==> config.mk <==
export PLATFORM = sky130hd
export DESIGN_NAME = status_packet_receiver
export DESIGN_NICKNAME = d
export VERILOG_FILES = /design/src/rtl/spr_pkg.sv /design/src/rtl/status_packet_receiver.sv /design/src/rtl/spr_parser.sv /design/src/rtl/spr_out_buf.sv
export VERILOG_INCLUDE_DIRS = /design/src /design/src/rtl
export SDC_FILE = /design/constraint.sdc
export NUM_CORES = 1
export LEC_CHECK = 0
export BUFFER_PORTS_ARGS = -buffer_cell sky130_fd_sc_hd__buf_2
export CELL_PAD_IN_SITES_DETAIL_PLACEMENT = 0
export CELL_PAD_IN_SITES_GLOBAL_PLACEMENT = 2
export CORE_ASPECT_RATIO = 0.9
export CORE_MARGIN = 10
export CORE_UTILIZATION = 35
export CTS_CLUSTER_SIZE = 20
export DETAILED_ROUTE_END_ITERATION = 10
export GPL_ROUTABILITY_DRIVEN = 0
export PLACE_DENSITY_LB_ADDON = 0.1
export SYNTH_ARGS = -nofsm -noshare
export SYNTH_HDL_FRONTEND = slang
export SYNTH_SLANG_ARGS = --single-unit
==> constraint.sdc <==
create_clock -name clk -period 3 [get_ports clk]
set_input_delay 0.15 -clock clk [delete_from_list [all_inputs] [get_ports clk]]
set_output_delay 0.15 -clock clk [all_outputs]
set_load 0.005 [all_outputs]
==> src/rtl/status_packet_receiver_assert.svh <==
// Assertion macros shared by the status packet receiver RTL.
// Each macro expands to one labelled concurrent assertion clocked on clk.
`ifndef STATUS_PACKET_RECEIVER_ASSERT_SVH
`define STATUS_PACKET_RECEIVER_ASSERT_SVH

// Checked only outside reset.
`define SPR_ASSERT_CLK(lbl, prop, msg) \
  lbl: assert property (@(posedge clk) disable iff (!rst_n) prop) else $error(msg);

// Checked at every edge, reset included.
`define SPR_ASSERT_ALL(lbl, prop, msg) \
  lbl: assert property (@(posedge clk) prop) else $error(msg);

`endif

==> src/rtl/spr_pkg.sv <==
// Shared constants and types for the status packet receiver.
// No dependencies.
`timescale 1ns / 1ps

package spr_pkg;

  localparam logic [7:0] HEADER_BYTE = 8'hFF;

  localparam logic [2:0] KIND_HEADER = 3'd0;
  localparam logic [2:0] KIND_BODY   = 3'd1;
  localparam logic [2:0] KIND_GOOD   = 3'd2;
  localparam logic [2:0] KIND_BAD    = 3'd3;
  localparam logic [2:0] KIND_REJECT = 3'd4;
  localparam logic [2:0] KIND_SHORT  = 3'd5;

  localparam logic [8:0] CNT_HDR2 = 9'd2;
  localparam logic [8:0] CNT_ID   = 9'd2;
  localparam logic [8:0] CNT_LEN  = 9'd3;
  localparam logic [8:0] CNT_INFO = 9'd4;
  localparam logic [8:0] CNT_TAIL = 9'd3;
  localparam logic [8:0] CNT_MAX  = 9'd258;

  localparam logic [7:0] LEN_MIN = 8'd2;

  typedef struct packed {
    logic [2:0] kind;
    logic [7:0] data;
    logic [7:0] offset;
  } spr_result_t;

endpackage

==> src/rtl/status_packet_receiver.sv <==
// Status packet receiver: frame parser with registered, skid-buffered result.
// Depends on spr_pkg, spr_parser and spr_out_buf.
`timescale 1ns / 1ps
// Usage:
//   Input channel in_valid/in_stall carries one received serial byte per beat
//   on in_rx_byte. Every accepted byte yields exactly one result beat on
//   out_valid/out_stall with out_kind, out_data (the byte echoed) and
//   out_offset (position counted from the id byte).
//   cfg_we/cfg_wdata write the device id a frame must carry; write it only
//   while no beats are in flight.
//   The decoded result is registered, into the skid stage when the result
//   register is held. Throughput: one byte per cycle while in_stall is low,
//   set by the single decode stage between frame state and result registers.
//   Reset (rst_n low, synchronous) clears the device id to zero, returns the
//   parser to header hunting and empties the result path.
//   When the receiver stalls, the result register holds its beat and one
//   further beat lands in the skid stage; in_stall then rises until the
//   held result beat is taken.

module status_packet_receiver (
  input  logic       clk,
  input  logic       rst_n,
  input  logic       cfg_we,
  input  logic [7:0] cfg_wdata,
  input  logic       in_valid,
  output logic       in_stall,
  input  logic [7:0] in_rx_byte,
  output logic       out_valid,
  input  logic       out_stall,
  output logic [2:0] out_kind,
  output logic [7:0] out_data,
  output logic [7:0] out_offset
);

  spr_pkg::spr_result_t dec_res;
  spr_pkg::spr_result_t out_res;
  logic                 accept;

  assign accept = in_valid && !in_stall;

  spr_parser u_parser (
    .clk      (clk),
    .rst_n    (rst_n),
    .cfg_we   (cfg_we),
    .cfg_wdata(cfg_wdata),
    .accept   (accept),
    .rx_byte  (in_rx_byte),
    .res      (dec_res)
  );

  spr_out_buf u_out_buf (
    .clk      (clk),
    .rst_n    (rst_n),
    .in_valid (in_valid),
    .in_stall (in_stall),
    .in_res   (dec_res),
    .out_valid(out_valid),
    .out_stall(out_stall),
    .out_res  (out_res)
  );

  assign out_kind   = out_res.kind;
  assign out_data   = out_res.data;
  assign out_offset = out_res.offset;

endmodule

==> src/rtl/spr_parser.sv <==
// Frame tracking state and per-byte decode for the status packet receiver.
// Depends on spr_pkg and status_packet_receiver_assert.svh.
`timescale 1ns / 1ps
`include "status_packet_receiver_assert.svh"

module spr_parser (
  input  logic                clk,
  input  logic                rst_n,
  input  logic                cfg_we,
  input  logic [7:0]          cfg_wdata,
  input  logic                accept,
  input  logic [7:0]          rx_byte,
  output spr_pkg::spr_result_t res
);

  logic [7:0] device_id_r;
  logic [8:0] byte_count_r, byte_count_nxt;
  logic [7:0] frame_length_r, frame_length_nxt;
  logic [7:0] running_sum_r, running_sum_nxt;
  logic [8:0] cnt_off;
  logic [8:0] body_end;
  logic       in_body;
  logic       len_ok;
  logic       frame_end;

  assign cnt_off  = byte_count_r - spr_pkg::CNT_HDR2;
  assign body_end = {1'b0, frame_length_r} + spr_pkg::CNT_TAIL;

  always_comb begin
    byte_count_nxt   = byte_count_r;
    frame_length_nxt = frame_length_r;
    running_sum_nxt  = running_sum_r;
    res.data         = rx_byte;
    res.offset       = 8'd0;
    res.kind         = spr_pkg::KIND_REJECT;
    if (byte_count_r < spr_pkg::CNT_HDR2) begin
      if (rx_byte == spr_pkg::HEADER_BYTE) begin
        byte_count_nxt = byte_count_r + 9'd1;
        res.kind       = spr_pkg::KIND_HEADER;
      end else begin
        byte_count_nxt   = 9'd0;
        frame_length_nxt = 8'd0;
        running_sum_nxt  = 8'd0;
        res.kind         = spr_pkg::KIND_REJECT;
      end
    end else if (byte_count_r == spr_pkg::CNT_ID) begin
      if (rx_byte == device_id_r) begin
        running_sum_nxt = rx_byte;
        byte_count_nxt  = spr_pkg::CNT_LEN;
        res.kind        = spr_pkg::KIND_BODY;
      end else begin
        byte_count_nxt   = 9'd0;
        frame_length_nxt = 8'd0;
        running_sum_nxt  = 8'd0;
        res.kind         = spr_pkg::KIND_REJECT;
      end
    end else if (byte_count_r == spr_pkg::CNT_LEN) begin
      res.offset = 8'd1;
      if (rx_byte < spr_pkg::LEN_MIN) begin
        byte_count_nxt   = 9'd0;
        frame_length_nxt = 8'd0;
        running_sum_nxt  = 8'd0;
        res.kind         = spr_pkg::KIND_SHORT;
      end else begin
        frame_length_nxt = rx_byte;
        running_sum_nxt  = running_sum_r + rx_byte;
        byte_count_nxt   = spr_pkg::CNT_INFO;
        res.kind         = spr_pkg::KIND_BODY;
      end
    end else if (byte_count_r < body_end) begin
      res.offset      = cnt_off[7:0];
      running_sum_nxt = running_sum_r + rx_byte;
      byte_count_nxt  = byte_count_r + 9'd1;
      res.kind        = spr_pkg::KIND_BODY;
    end else begin
      res.offset       = cnt_off[7:0];
      res.kind         = (rx_byte == ~running_sum_r) ? spr_pkg::KIND_GOOD : spr_pkg::KIND_BAD;
      byte_count_nxt   = 9'd0;
      frame_length_nxt = 8'd0;
      running_sum_nxt  = 8'd0;
    end
  end

  always_ff @(posedge clk) begin
    if (!rst_n) begin
      device_id_r    <= 8'd0;
      byte_count_r   <= 9'd0;
      frame_length_r <= 8'd0;
      running_sum_r  <= 8'd0;
    end else begin
      if (cfg_we) begin
        device_id_r <= cfg_wdata;
      end
      if (accept) begin
        byte_count_r   <= byte_count_nxt;
        frame_length_r <= frame_length_nxt;
        running_sum_r  <= running_sum_nxt;
      end
    end
  end

  assign in_body   = byte_count_r >= spr_pkg::CNT_INFO;
  assign len_ok    = frame_length_r >= spr_pkg::LEN_MIN;
  assign frame_end = accept && (res.kind == spr_pkg::KIND_GOOD || res.kind == spr_pkg::KIND_BAD);

  `SPR_ASSERT_CLK(a_count_bound, (byte_count_r <= spr_pkg::CNT_MAX), "byte count out of range")
  `SPR_ASSERT_CLK(a_len_valid, in_body |-> len_ok, "short frame length held in frame")
  `SPR_ASSERT_CLK(a_end_resync, frame_end |=> (byte_count_r == 9'd0), "no resync after checksum")

endmodule

==> src/rtl/spr_out_buf.sv <==
// Result register with skid stage for the status packet receiver.
// Depends on spr_pkg and status_packet_receiver_assert.svh.
`timescale 1ns / 1ps
`include "status_packet_receiver_assert.svh"

module spr_out_buf (
  input  logic                clk,
  input  logic                rst_n,
  input  logic                in_valid,
  output logic                in_stall,
  input  spr_pkg::spr_result_t in_res,
  output logic                out_valid,
  input  logic                out_stall,
  output spr_pkg::spr_result_t out_res
);

  logic                 main_valid_r;
  logic                 skid_valid_r;
  spr_pkg::spr_result_t main_r;
  spr_pkg::spr_result_t skid_r;
  logic                 take_in;
  logic                 take_out;
  logic                 main_free;

  assign in_stall  = skid_valid_r;
  assign out_valid = main_valid_r;
  assign out_res   = main_r;
  assign take_in   = in_valid && !skid_valid_r;
  assign take_out  = main_valid_r && !out_stall;
  assign main_free = !main_valid_r || take_out;

  always_ff @(posedge clk) begin
    if (!rst_n) begin
      main_valid_r <= 1'b0;
      skid_valid_r <= 1'b0;
    end else if (main_free) begin
      main_valid_r <= skid_valid_r || take_in;
      skid_valid_r <= 1'b0;
    end else if (take_in) begin
      skid_valid_r <= 1'b1;
    end
  end

  always_ff @(posedge clk) begin
    if (main_free) begin
      main_r <= skid_valid_r ? skid_r : in_res;
    end
    if (take_in && !main_free) begin
      skid_r <= in_res;
    end
  end

  `SPR_ASSERT_ALL(a_skid_needs_main, skid_valid_r |-> main_valid_r, "skid beat held without main beat")

endmodule

=== Word level (Yosys, flattened, before mapping) ===
Cells that the tools add are included.

* Output and inout port bits: 21
* Register bits: 73
* Input bits: 21
* Word-level logic and storage cells: 73

* Magnitude comparators: 3
* Equal/unequal tests: 8
* Mux-type cells: 32
* $add $sub $neg: 4
* Bitwise gates (word level): 2
* Reductions and logical operators: 12

{| class="wikitable"
|+ Operators by type and width
! operator !! number
|-
| 8-bit 2-to-1 mux || 16
|-
| 9-bit 2-to-1 mux || 5
|-
| 3-bit 2-to-1 mux || 8
|-
| 19-bit 2-to-1 mux || 1
|-
| 9-bit by 2-bit == test with 1-bit output (second input constant) || 2
|-
| 8-bit == test || 2
|-
| 8-bit by 2-bit adder with 9-bit output (second input constant) || 1
|-
| 9-bit by 1-bit adder with 9-bit output (second input constant) || 1
|-
| 9-bit by 2-bit < comparator with 1-bit output (second input constant) || 1
|-
| 9-bit < comparator || 1
|-
| 8-bit adder || 1
|-
| 8-bit == test (second input constant) || 1
|-
| 8-bit by 2-bit < comparator with 1-bit output (second input constant) || 1
|-
| 8-bit inverter || 1
|-
| 8-bit by 2-bit subtractor with 8-bit output (second input constant) || 1
|-
| 1-bit logical NOT || 4
|-
| 4-bit by 1-bit inequality test with 1-bit output (second input constant) || 1
|-
| 4-bit AND reduction || 1
|-
| 1-bit logical AND || 3
|-
| 3-bit by 2-bit inequality test with 1-bit output (second input constant) || 1
|-
| 1-bit logical OR || 2
|-
| 2-bit 2-to-1 mux || 1
|-
| 2-bit inequality test (second input constant) || 1
|-
| 2-bit AND reduction || 1
|-
| 3 further kinds || 3
|}

=== Longest topological paths before layout ===
Gate-level depths: netlist (run 1).

* Depth in word-level cells: 8
* Mapped depth: 13
* Mapped depth without buffers: 12

=== Hierarchy ===
Synthesis (run 1) repeated with hierarchy kept, for this count alone.

* Cell total of the unflattened synthesis: 380
* Area, all modules: 4,095.2 um^2

{| class="wikitable"
|+ By module, submodules not included
! module !! area an instance (um^2) !! cells an instance !! times used
|-
| spr_parser || 2,626.3 || 313 || 1
|-
| spr_out_buf || 1,455.1 || 66 || 1
|-
| status_packet_receiver || 13.8 || 1 || 1
|}

=== Least setup slack after synthesis (run 1) ===
Ideal clock, no wire load.

* Path kind: flip-flop to flip-flop
* From: register u_parser.frame_length_r[0]
* To: register u_out_buf.main_r (netlist bit u_out_buf.out_res[16]), data pin
* Setup slack: 364 ps
* Data required time: 2,740 ps
* Arrival: 2,376 ps
* Clock period less this slack: 2,636 ps
* Stages on the path, launching flop included: 12
* Setup time: 260 ps
* Path through: dfxtp_1 -> inv_1 -> ha_1 -> nor2_1 -> and3_1 -> nand3_1 -> ha_1 -> nand4_1 -> a211oi_1 -> nor3_1 -> o311a_1 -> mux2_2

{| class="wikitable"
|+ RTL lines
! item !! RTL line !! text
|-
| start, declared || spr_parser.sv:18 || <nowiki>logic [7:0] frame_length_r, frame_length_nxt;</nowiki>
|-
| start signal, assigned || spr_parser.sv:96 || <nowiki>frame_length_r <= frame_length_nxt;</nowiki>
|-
| end signal, assigned || spr_out_buf.sv:46 || <nowiki>main_r <= skid_valid_r ? skid_r : in_res;</nowiki>
|-
| end, declared || spr_out_buf.sv:19 || <nowiki>spr_pkg::spr_result_t main_r;</nowiki>
|}

=== Worst setup path in the final report (run 1) ===
* From: register u_parser.frame_length_r[0]
* To: register u_parser.running_sum_r[2]

* Longest elaborated chain between the ends: 6

{| class="wikitable"
|+ Ends and longest elaborated chain
! item !! RTL line !! text
|-
| 8-bit by 2-bit adder with 9-bit output || spr_parser.sv:27 || <nowiki>assign body_end = {1'b0, frame_length_r} + spr_pkg::CNT_TAIL;</nowiki>
|-
| 9-bit < comparator || spr_parser.sv:70 || <nowiki>end else if (byte_count_r < body_end) begin</nowiki>
|-
| 8-bit 2-to-1 mux || spr_parser.sv:70 ||
|-
| 8-bit 2-to-1 mux || spr_parser.sv:57 || <nowiki>end else if (byte_count_r == spr_pkg::CNT_LEN) begin</nowiki>
|-
| 8-bit 2-to-1 mux || spr_parser.sv:46 || <nowiki>end else if (byte_count_r == spr_pkg::CNT_ID) begin</nowiki>
|-
| 8-bit 2-to-1 mux || spr_parser.sv:36 || <nowiki>if (byte_count_r < spr_pkg::CNT_HDR2) begin</nowiki>
|-
| end signal, assigned || spr_parser.sv:97 || <nowiki>running_sum_r <= running_sum_nxt;</nowiki>
|-
| end, declared || spr_parser.sv:19 || <nowiki>logic [7:0] running_sum_r, running_sum_nxt;</nowiki>
|}

Every way passes these cells.
A chain may end at the register's enable or synchronous reset.

==> run metrics, run 1 <==
max cap viols=0; placed cell area=0.00425 mm²; detail-routed via count per cell=slightly above 5; number of CTS-inserted buffers=9; max-slew violation count=0; sequential share of the synthesized area=0.477; routed len/inst=about 17 µm; DR iter-0 viols=between 150 and 200; Final period util=0.917; async set-reset flop share out of synthesis=0; cells along the critical path=inv_1, ha_1, nor2_2, and3_4, nand3_1, ha_4, nand4_1, a211oi_2, nor3_2, o22a_2, a222oi_1, nor3_1; proportion of netlist area held by the largest area contributor=0.296; Initial Utilization=0.357; Post-synth top cells=edfxtp_1, dfxtp_1, nand2_1, nor2_1, ha_1; top cells by area, synth=edfxtp_1, dfxtp_1, ha_1; final hold vios=0; share of layout cells above drive strength 1=0.232; Worst-Margin Slew=a little over 0.9 ns; most common cell in the synthesized netlist=edfxtp_1; Post-Synth Simple-Gate Area=0.158; Total Wirelength=between 9000 and 10000 µm; Netlist Area Pre-Place=approximately 0.0039 mm²; Compound-Gate Fraction of Synth Area=0.114; vias in the first global route=about 2900; drt drc=0; Multi-input gate area=0.00192 mm²; met3 Usage GRT=0.0304; die height=approximately 120 µm; Post-synth EDFFs=38; Mapped Nets=approximately 400; CP peak stage delay=~0.36 ns; Setup Viol. Count Final=0; crit path DAT=2.93 ns; GRT overflow=0; crit-path max FO=8; combinational family with the most area after synthesis=simple AND/OR/NAND/NOR gates; post-route ant nets=0; area of the die=around 0.016 mm²; Clock Sinks=73; proportion of synthesized area in mux cells=0.0765; H-tree Lvls=3; clock latency on the worst-skew pair=0.33 ns; final worst path period need=2.75 ns; Area Growth Syn to Fin=18.8%; Worst setup SP type=register; clk buf depth=2; Boundary Pins=42; GR Util met2=0.178; post-synthesis cell count=364; Setup TNS Final=0 ns; # nets final=approximately 460; P per Cell Area=around 520 mW/mm²; Finished Core Util=0.424; #FFs+latches synth=73; yosys warns=0; Placeable Area=~0.011 mm²; row cnt=36; post-route cell area=~0.0046 mm²; clock-pin slew on the worst setup and hold paths=around 0.060 ns; Tot GR Track Use=0.126; worst hold path type=input port to register; final clock skew=about 0.0076 ns; fill count=about 1100; met1 Track Usage GR=0.184; dpl hpwl=~6800 µm; Critical Path RT=~3.2 ns; crit end category=register; antenna violations before repair=0; ant diodes=0; top_reg_cell synth=edfxtp_1; CTS tree=yes; CTS Root Buffer Type=clkbuf_16; outcome=finished, final reports clean; RSZ-0062 raised after global routing=no; via count=2821; Leak=between 0.0015 and 0.002 µW; largest area contributor in the netlist=edfxtp_1; Synth cell types=slightly above 50; post-synthesis xor/xnor area fraction=0.0704; Synth Area per Inst=between 10 and 15 µm²; worst vdd ir=between 150 and 200 µV; Worst path slowest cell=a222oi_1; Pre-antenna DRT Iters=4; critical path class=register to register; adder-cell share of the synthesized area=0.0701; Die X=~130 µm; largest net degree at the start of global routing=29; Slew HR=0.392; global route hottest layer=met1; FF+latch area=about 0.0018 mm²; Highest Clock Rate=around 0.36 GHz; first-pass GRT wire length=about 16000 µm; Port-buffer cells=41
==> power breakdown <==
part	switching [µW]	internal [µW]
clock	414	639
sequential	13.9	1090
combinational	133	95.7
==> worst max-delay path, delay by kind of cell (launching register included) <==
kind | cells | cell delay (ns)
and+or+nand+nor | 6 | 0.75
buffers and inverters | 1 | 0.04
AOI/OAI and AO/OA | 3 | 0.94
adders and majority gates | 2 | 0.52
DFF | 1 | 0.33
==> cells by family (layout without fill, tap and decap cells) <==
group | Yosys count | after routing
simple gates | 123 | 123
flops | 73 | 73
compound gates | 60 | 60
xor+xnor | 31 | 31
mux | 28 | 28
buf+inv | 28 | 82
fa+ha+maj | 21 | 21
==> cell type report <==
type / count / share of cell area
flip-flops and latches: 73 / 0.402
repair buffers: 57 / 0.0710
clock inverters: 6 / 0.0131
clock buffers: 10 / 0.0500
well taps: 133 / 0.0363
multi-input cells: 263 / 0.420
inverters: 9 / 0.00737
==> state kept, by name, summed over array words and instances (netlist names) <==
name and count:
u_parser.running_sum_r 8, u_out_buf.skid_r 19, u_out_buf.out_valid 1, u_parser.frame_length_r 8, u_parser.byte_count_r 9, u_parser.device_id_r 8, u_out_buf.in_stall 1, u_out_buf.out_res 19
==> through the flow <==
stage / hold WS (ns) / std cells / setup slack [ns] / total power [µW]
2_1_floorplan: 0.249 / 364 / 0.364 / 1270
4_1_cts: 0.0514 / 551 / 0.0117 / 2430
6_report: 0.0557 / 551 / 0.248 / 2390
5_1_grt: 0.0697 / 551 / 0.00259 / 2490
3_5_place_dp: 0.396 / 535 / 0.0390 / 1360
3_3_place_gp: 0.384 / 535 / 0.120 / 1360
==> what timing repair did <==
| action | CTS | global route |
|---|---|---|
| endpoints found under the setup margin | 0 | 19 |
| setup buffers | 0 | 0 |
| gates resized for setup | 0 | 8 |
| hold buffers | 0 | 0 |
==> routing by layer <==
metal,wire (µm),part of all wire,vias up
met5,0,0,-
met4,22,0.0023,0
met3,505,0.053,2
met2,4070,0.43,55
met1,4890,0.52,1326
li1,-,-,1438
==> worst paths after layout <==
check	startpoint	endpoint	slack [ns]	cells past startpoint
min reg2reg	u_parser.frame_length_r[1]	u_parser.frame_length_r[1]	0.48	2
max	u_parser.frame_length_r[0]	u_parser.running_sum_r[2]	0.25	12
min	cfg_wdata[3]	u_parser.device_id_r[3]	0.06	3
max reg2reg	u_parser.frame_length_r[0]	u_parser.running_sum_r[2]	0.25	12
==> placed cells by master, fill, tap and decap left out, types with 2 or more instances in the layout <==
cell	n
a21o_1	4
a21oi_1	19
a222oi_1	5
a22oi_1	2
a32oi_1	2
and3_1	8
buf_2	41
buf_4	16
clkbuf_16	9
clkinv_2	2
dfxtp_1	34
edfxtp_1	38
ha_1	19
inv_1	9
mux2_2	12
mux2i_1	16
nand2_1	34
nand3_1	13
nand4_1	4
nor2_1	33
nor2b_1	2
nor3_1	13
nor4_1	5
nor4_4	2
o21ai_0	4
o31ai_1	7
xnor2_1	12
xor2_1	19
No activity file was read; power rests on OpenSTA's default activity.
==> run 2, diff against run 1 <==
Settings changed: ABC_AREA from default to 1, SKIP_CTS_REPAIR_TIMING from default to 1.
==> run 2 against run 1 <==
Compared with the run above: via count increased by 19%; hold slack lost 0.020 ns; largest cell class unchanged; worst setup slack improved by 0.12 ns; critical path type unchanged.
==> run metrics, run 2 <==
final clock skew=0.00405 ns (-0.00354 ns); max cap viols=0 (unchanged); dpl hpwl=7920 µm (+16%); die height=122 µm (+2.3%); CTS Root Buffer Type=clkbuf_16; Critical Path RT=3.09 ns (-0.08 ns); P per Cell Area=554 mW/mm² (+6.4%); DR iter-0 viols=216 (+23%); worst hold path type=input port to register; post-route ant nets=0 (unchanged); row cnt=37 (+2.8%); vias in the first global route=3324 (+16%); placed cell area=0.00446 mm² (+4.8%); largest net degree at the start of global routing=27 (-6.9%); top cells by area, synth=edfxtp_1, dfxtp_1, nand2_1; Post-synth top cells=nand2_1, nor2_1, inv_1; final hold vios=0 (unchanged); critical path class=register to register; async set-reset flop share out of synthesis=0 (unchanged); post-route cell area=0.00478 mm² (+4.4%); area of the die=0.0164 mm² (+4.7%); Area Growth Syn to Fin=17.4%; top_reg_cell synth=edfxtp_1; Setup Viol. Count Final=0 (unchanged); Worst setup SP type=register; Overall Power=2650 µW (+11%); Final period util=0.879 (-0.0387); final worst path period need=2.64 ns (-0.116 ns); clk buf depth=2 (unchanged); fill count=1190 (+12%); most common cell in the synthesized netlist=nand2_1; worst vdd ir=443 µV (+130%); via count=3368 (+19%); crit path DAT=2.72 ns (-0.21 ns); Synth cell types=31 (-39%); RSZ-0062 raised after global routing=no; first-pass GRT wire length=17500 µm (+12%); Finished Core Util=0.420 (-0.00394); Port-buffer cells=41 (unchanged); most common cell after layout, fill and taps aside=nand2_1; largest area contributor in the netlist=edfxtp_1; clock latency on the worst-skew pair=0.33 ns (about the same); Worst-Margin Slew=0.596 ns (-0.314 ns); post-synthesis cell count=516 (+42%); CTS tree=yes; most frequent cells in the layout=nand2_1, nor2_1, inv_1; crit end category=register; Mapped Nets=558 (+37%); H-tree Lvls=3 (unchanged); number of CTS-inserted buffers=9 (unchanged); routed len/inst=14.7 µm (-14%); #FFs+latches synth=73 (unchanged); Boundary Pins=42 (unchanged); antenna violations before repair=0 (unchanged); Die X=134 µm (+2.3%); Pre-antenna DRT Iters=4 (unchanged); Setup TNS Final=0 ns (unchanged); sequential share of the synthesized area=0.452 (-0.0254); share of layout cells above drive strength 1=0.146 (-0.0859); Leak=0.00216 µW (+16%); Synth Area per Inst=7.90 µm² (-25%); yosys warns=0 (unchanged); slack of the critical path=0.364 ns (+0.116 ns); Initial Utilization=0.358 (+0.000895); Netlist Area Pre-Place=0.00407 mm² (+5.6%); detail-routed via count per cell=4.65 (-9.1%); # nets final=605 (+33%); outcome=finished, final reports clean; proportion of netlist area held by the largest area contributor=0.280 (-0.0157); ant diodes=0 (unchanged); Post-synth EDFFs=38 (unchanged); max-slew violation count=0 (unchanged); Place WS=0.282 ns (+0.243 ns); Total Wirelength=10700 µm (+12%); Placeable Area=0.0114 mm² (+5.3%); drt drc=0 (unchanged); Tot GR Track Use=0.136 (+0.00978); GRT overflow=0 (unchanged); Clock Sinks=73 (unchanged); crit-path max FO=4 (-4); Slew HR=0.601 (+0.209); Highest Clock Rate=0.379 GHz (+4.4%); clock-pin slew on the worst setup and hold paths=0.06 ns (about the same)
-- run 2: changes by cell type after synthesis, moves of 7 or more --
cell,previous run,this run
mux2i_1,16,0
nand2_1,34,162
mux2_2,12,0
nand3_1,13,28
o31ai_1,7,0
inv_1,9,49
and3_1,9,0
o21ai_0,4,19
nor2_1,34,65
-- run 2: area by class of cell --
type / count / area (µm²) / area share
timing repair buffer: 44 / 228 / 0.0476
multi-input combinational: 381 / 2000 / 0.417
inverter: 54 / 203 / 0.0424
clock inverter: 6 / 90.1 / 0.0188
sequential: 73 / 1840 / 0.385
tap: 156 / 195 / 0.0408
clock buffer: 10 / 229 / 0.0479
-- run 2: critical path, cell delays in order, from the launching register on --
cell and delay, ns:
dfxtp_1 0.30, inv_1 0.07, ha_1 0.24, nor3_2 0.23
nand3_1 0.14, nor2_1 0.11, nand2_1 0.06, ha_1 0.29
nand2_1 0.07, nor2_1 0.17, nand3_1 0.09, nand3_1 0.15
inv_1 0.10, nor2_1 0.13, a21oi_1 0.11, nand2_1 0.07
nand2_1 0.06
-- run 2: per-layer routing --
layer | wire, µm | GRT usage | part of all wire | vias to the layer above
met5 | 0 | 0 | 0 | -
met4 | 173 | 0.0503 | 0.016 | 0
met3 | 683 | 0.0408 | 0.064 | 8
met2 | 4350 | 0.199 | 0.41 | 90
met1 | 5470 | 0.184 | 0.51 | 1511
li1 | - | - | - | 1759
-- run 2: worst paths after layout --
kind              slack, ns  cells past startpoint                  startpoint                        end
hold reg to reg        0.48                      2   u_parser.running_sum_r[0]  u_parser.running_sum_r[0]
hold / removal         0.04                      3                cfg_wdata[0]    u_parser.device_id_r[0]
setup reg to reg       0.36                     16  u_parser.frame_length_r[0]      u_out_buf.out_res[16]
setup / recovery       0.36                     16  u_parser.frame_length_r[0]      u_out_buf.out_res[16]
-- run 2: stage by stage --
step,instances,hold slack [ns]
after detailed placement,708,0.378
final,724,0.0357
after global placement,708,0.374
after floorplan,516,0.249
after CTS,724,0.0244
after global routing,724,0.0417
-- run 2: kinds of logic (layout without fill, tap and decap cells) --
logic type                 Yosys count  count (layout)  share of synthesized area
and+or+nand+nor                    294             294                      0.313
DFF                                 73              73                      0.452
buffers and inverters               62             114                     0.0599
AOI/OAI and AO/OA                   42              42                     0.0571
xor gates and xnor gates            24              24                     0.0516
adders and majority gates           21              21                     0.0663
-- run 2: power breakdown --
group	internal, µW	leakage, µW	switching (µW)
clock	731	0.000153	417
combinational	129	0.00134	234
sequential	1120	0.000666	25.4
total	1980	0.00216	676
==> run 3, diff against run 2 <==
Clock period 3 ns to 2.6 ns, I/O delays scaled along.
==> run 3 against run 2 <==
Compared with the run above: critical path depth unchanged; via count increased by 0.27%; utilization increased by 1.3 points; clock skew increased by 0.0031 ns; clock-buffer cell count decreased by 1; total power increased by 17%; flip-flop and latch count unchanged; fmax increased by 9.7%; sequential share of layout area decreased by 1.1 points; die area unchanged; clock power increased by 17%; register-to-register slack got worse by 0.17 ns; highest routed layer unchanged.
==> run metrics, run 3 (synthesis results as in run 2) <==
outcome=finished, final reports clean; Boundary Pins=42 (unchanged); max cap viols=0 (unchanged); final worst path period need=2.40 ns (-0.233 ns); Leak=0.00222 µW (+3.0%); Clock Sinks=73 (unchanged); max-slew violation count=0 (unchanged); # nets final=610 (+0.83%); row cnt=37 (unchanged); most common cell after layout, fill and taps aside=nand2_1; vias in the first global route=3298 (-0.78%); P per Cell Area=631 mW/mm² (+14%); DR iter-0 viols=180 (-17%); Total Wirelength=10900 µm (+2.5%); first-pass GRT wire length=17600 µm (+0.75%); worst vdd ir=322 µV (-27%); Port-buffer cells=41 (unchanged); critical path class=register to register; crit end category=register; detail-routed via count per cell=4.63 (-0.42%); final clock skew=0.00710 ns (+0.00305 ns); Highest Clock Rate=0.416 GHz (+9.7%); most frequent cells in the layout=nand2_1, nor2_1, inv_1; crit path DAT=2.61 ns (-0.11 ns); H-tree Lvls=3 (unchanged); Pre-antenna DRT Iters=4 (unchanged); antenna violations before repair=0 (unchanged); fill count=1203 (+1.1%); Placeable Area=0.0114 mm² (unchanged); Worst-Margin Slew=0.602 ns (+0.00617 ns); FF+latch area=0.00184 mm² (+0.14%); clk buf depth=2 (unchanged); post-route ant nets=0 (unchanged); area of the die=0.0164 mm² (unchanged); GRT overflow=0 (unchanged); clock latency on the worst-skew pair=0.34 ns (about the same); worst hold path type=input port to register; Tot GR Track Use=0.137 (+0.00173); CTS Root Buffer Type=clkbuf_16; dpl hpwl=8010 µm (+1.1%); CTS tree=yes; Finished Core Util=0.433 (+0.0131); Area Growth Syn to Fin=21.0%; die height=122 µm (unchanged); Critical Path RT=2.81 ns (-0.28 ns); clock-pin slew on the worst setup and hold paths=0.06 ns (about the same); routed len/inst=15.0 µm (+1.8%); worst reg-to-reg setup slack=0.20 ns (-0.17 ns); Initial Utilization=0.358 (unchanged); crit-path max FO=8 (+4); final hold vios=0 (unchanged); drt drc=0 (unchanged); Worst setup startpoint=u_parser.frame_length_r[2]; Worst setup SP type=register; Slew HR=0.597 (-0.00413); Setup Viol. Count Final=0 (unchanged); ant diodes=0 (unchanged); HP Start=cfg_wdata[5]; Multi-input gate area=0.00210 mm² (+5.1%); Hold WS=0.0121 ns (-0.0236 ns); largest net degree at the start of global routing=27 (unchanged); number of CTS-inserted buffers=9 (unchanged); worst r2r src=u_parser.frame_length_r[2]; Final period util=0.924 (+0.0455); via count=3377 (+0.27%); share of layout cells above drive strength 1=0.195 (+0.0493); Die X=134 µm (unchanged)
run 3: final timing paths:
| path | end | depth (start not counted) |
|---|---|---|
| min | u_parser.device_id_r[5] | 3 |
| max reg2reg | u_parser.frame_length_r[4] | 16 |
| min reg2reg | u_parser.running_sum_r[2] | 2 |
| max | u_parser.frame_length_r[4] | 16 |
run 3: layout make-up:
type	instances	area share
clock buffers	9	0.0457
flip-flops and latches	73	0.374
well taps	156	0.0396
clock inverters	7	0.0188
repair buffers	48	0.0548
inverters	54	0.0416
multi-input cells	382	0.426
run 3: per-layer routing:
| layer | share of wire | vias to the layer above | wire (µm) | track usage |
|---|---|---|---|---|
| li1 | - | 1779 | - | - |
| met1 | 0.52 | 1531 | 5660 | 0.192 |
| met2 | 0.42 | 56 | 4550 | 0.197 |
| met3 | 0.053 | 11 | 578 | 0.0421 |
| met4 | 0.014 | 0 | 148 | 0.0448 |
| met5 | 0 | - | 0 | 0 |
run 3: worst max-delay path, cell delays in order, from the launching register on:
cell     delay (ns)
dfxtp_1        0.35
inv_1          0.11
a21oi_2        0.17
nand3_1        0.15
nor3_2         0.15
xor2_1         0.18
ha_1           0.25
nand2_1        0.09
a21oi_1        0.05
nor2_1         0.13
nand3_2        0.12
inv_2          0.09
nand2_4        0.10
nand3_4        0.15
nand2_2        0.06
nand2_2        0.06
nor2_1         0.04
run 3: report_power, final:
part	total, µW	leakage, µW	switching, µW	internal, µW
Sequential	1320	0.000667	30.2	1290
Clock	1340	0.000160	497	840
Combinational	455	0.00139	287	169
Total	3110	0.00222	813	2300
run 3: through the flow:
step | area [µm²] | std cells | worst slack (ns) | TNS [ns] | power [µW]
2_1_floorplan | 4070 | 516 | 0.205 | 0 | 1610
3_3_place_gp | 4490 | 711 | 0.00370 | 0 | 1770
3_5_place_dp | 4490 | 711 | -0.0664 | -0.608 | 1770
4_1_cts | 4810 | 727 | -0.0863 | -1.22 | 3130
5_1_grt | 4930 | 729 | -0.0442 | -0.384 | 3260
6_report | 4930 | 729 | 0.197 | 0 | 3110
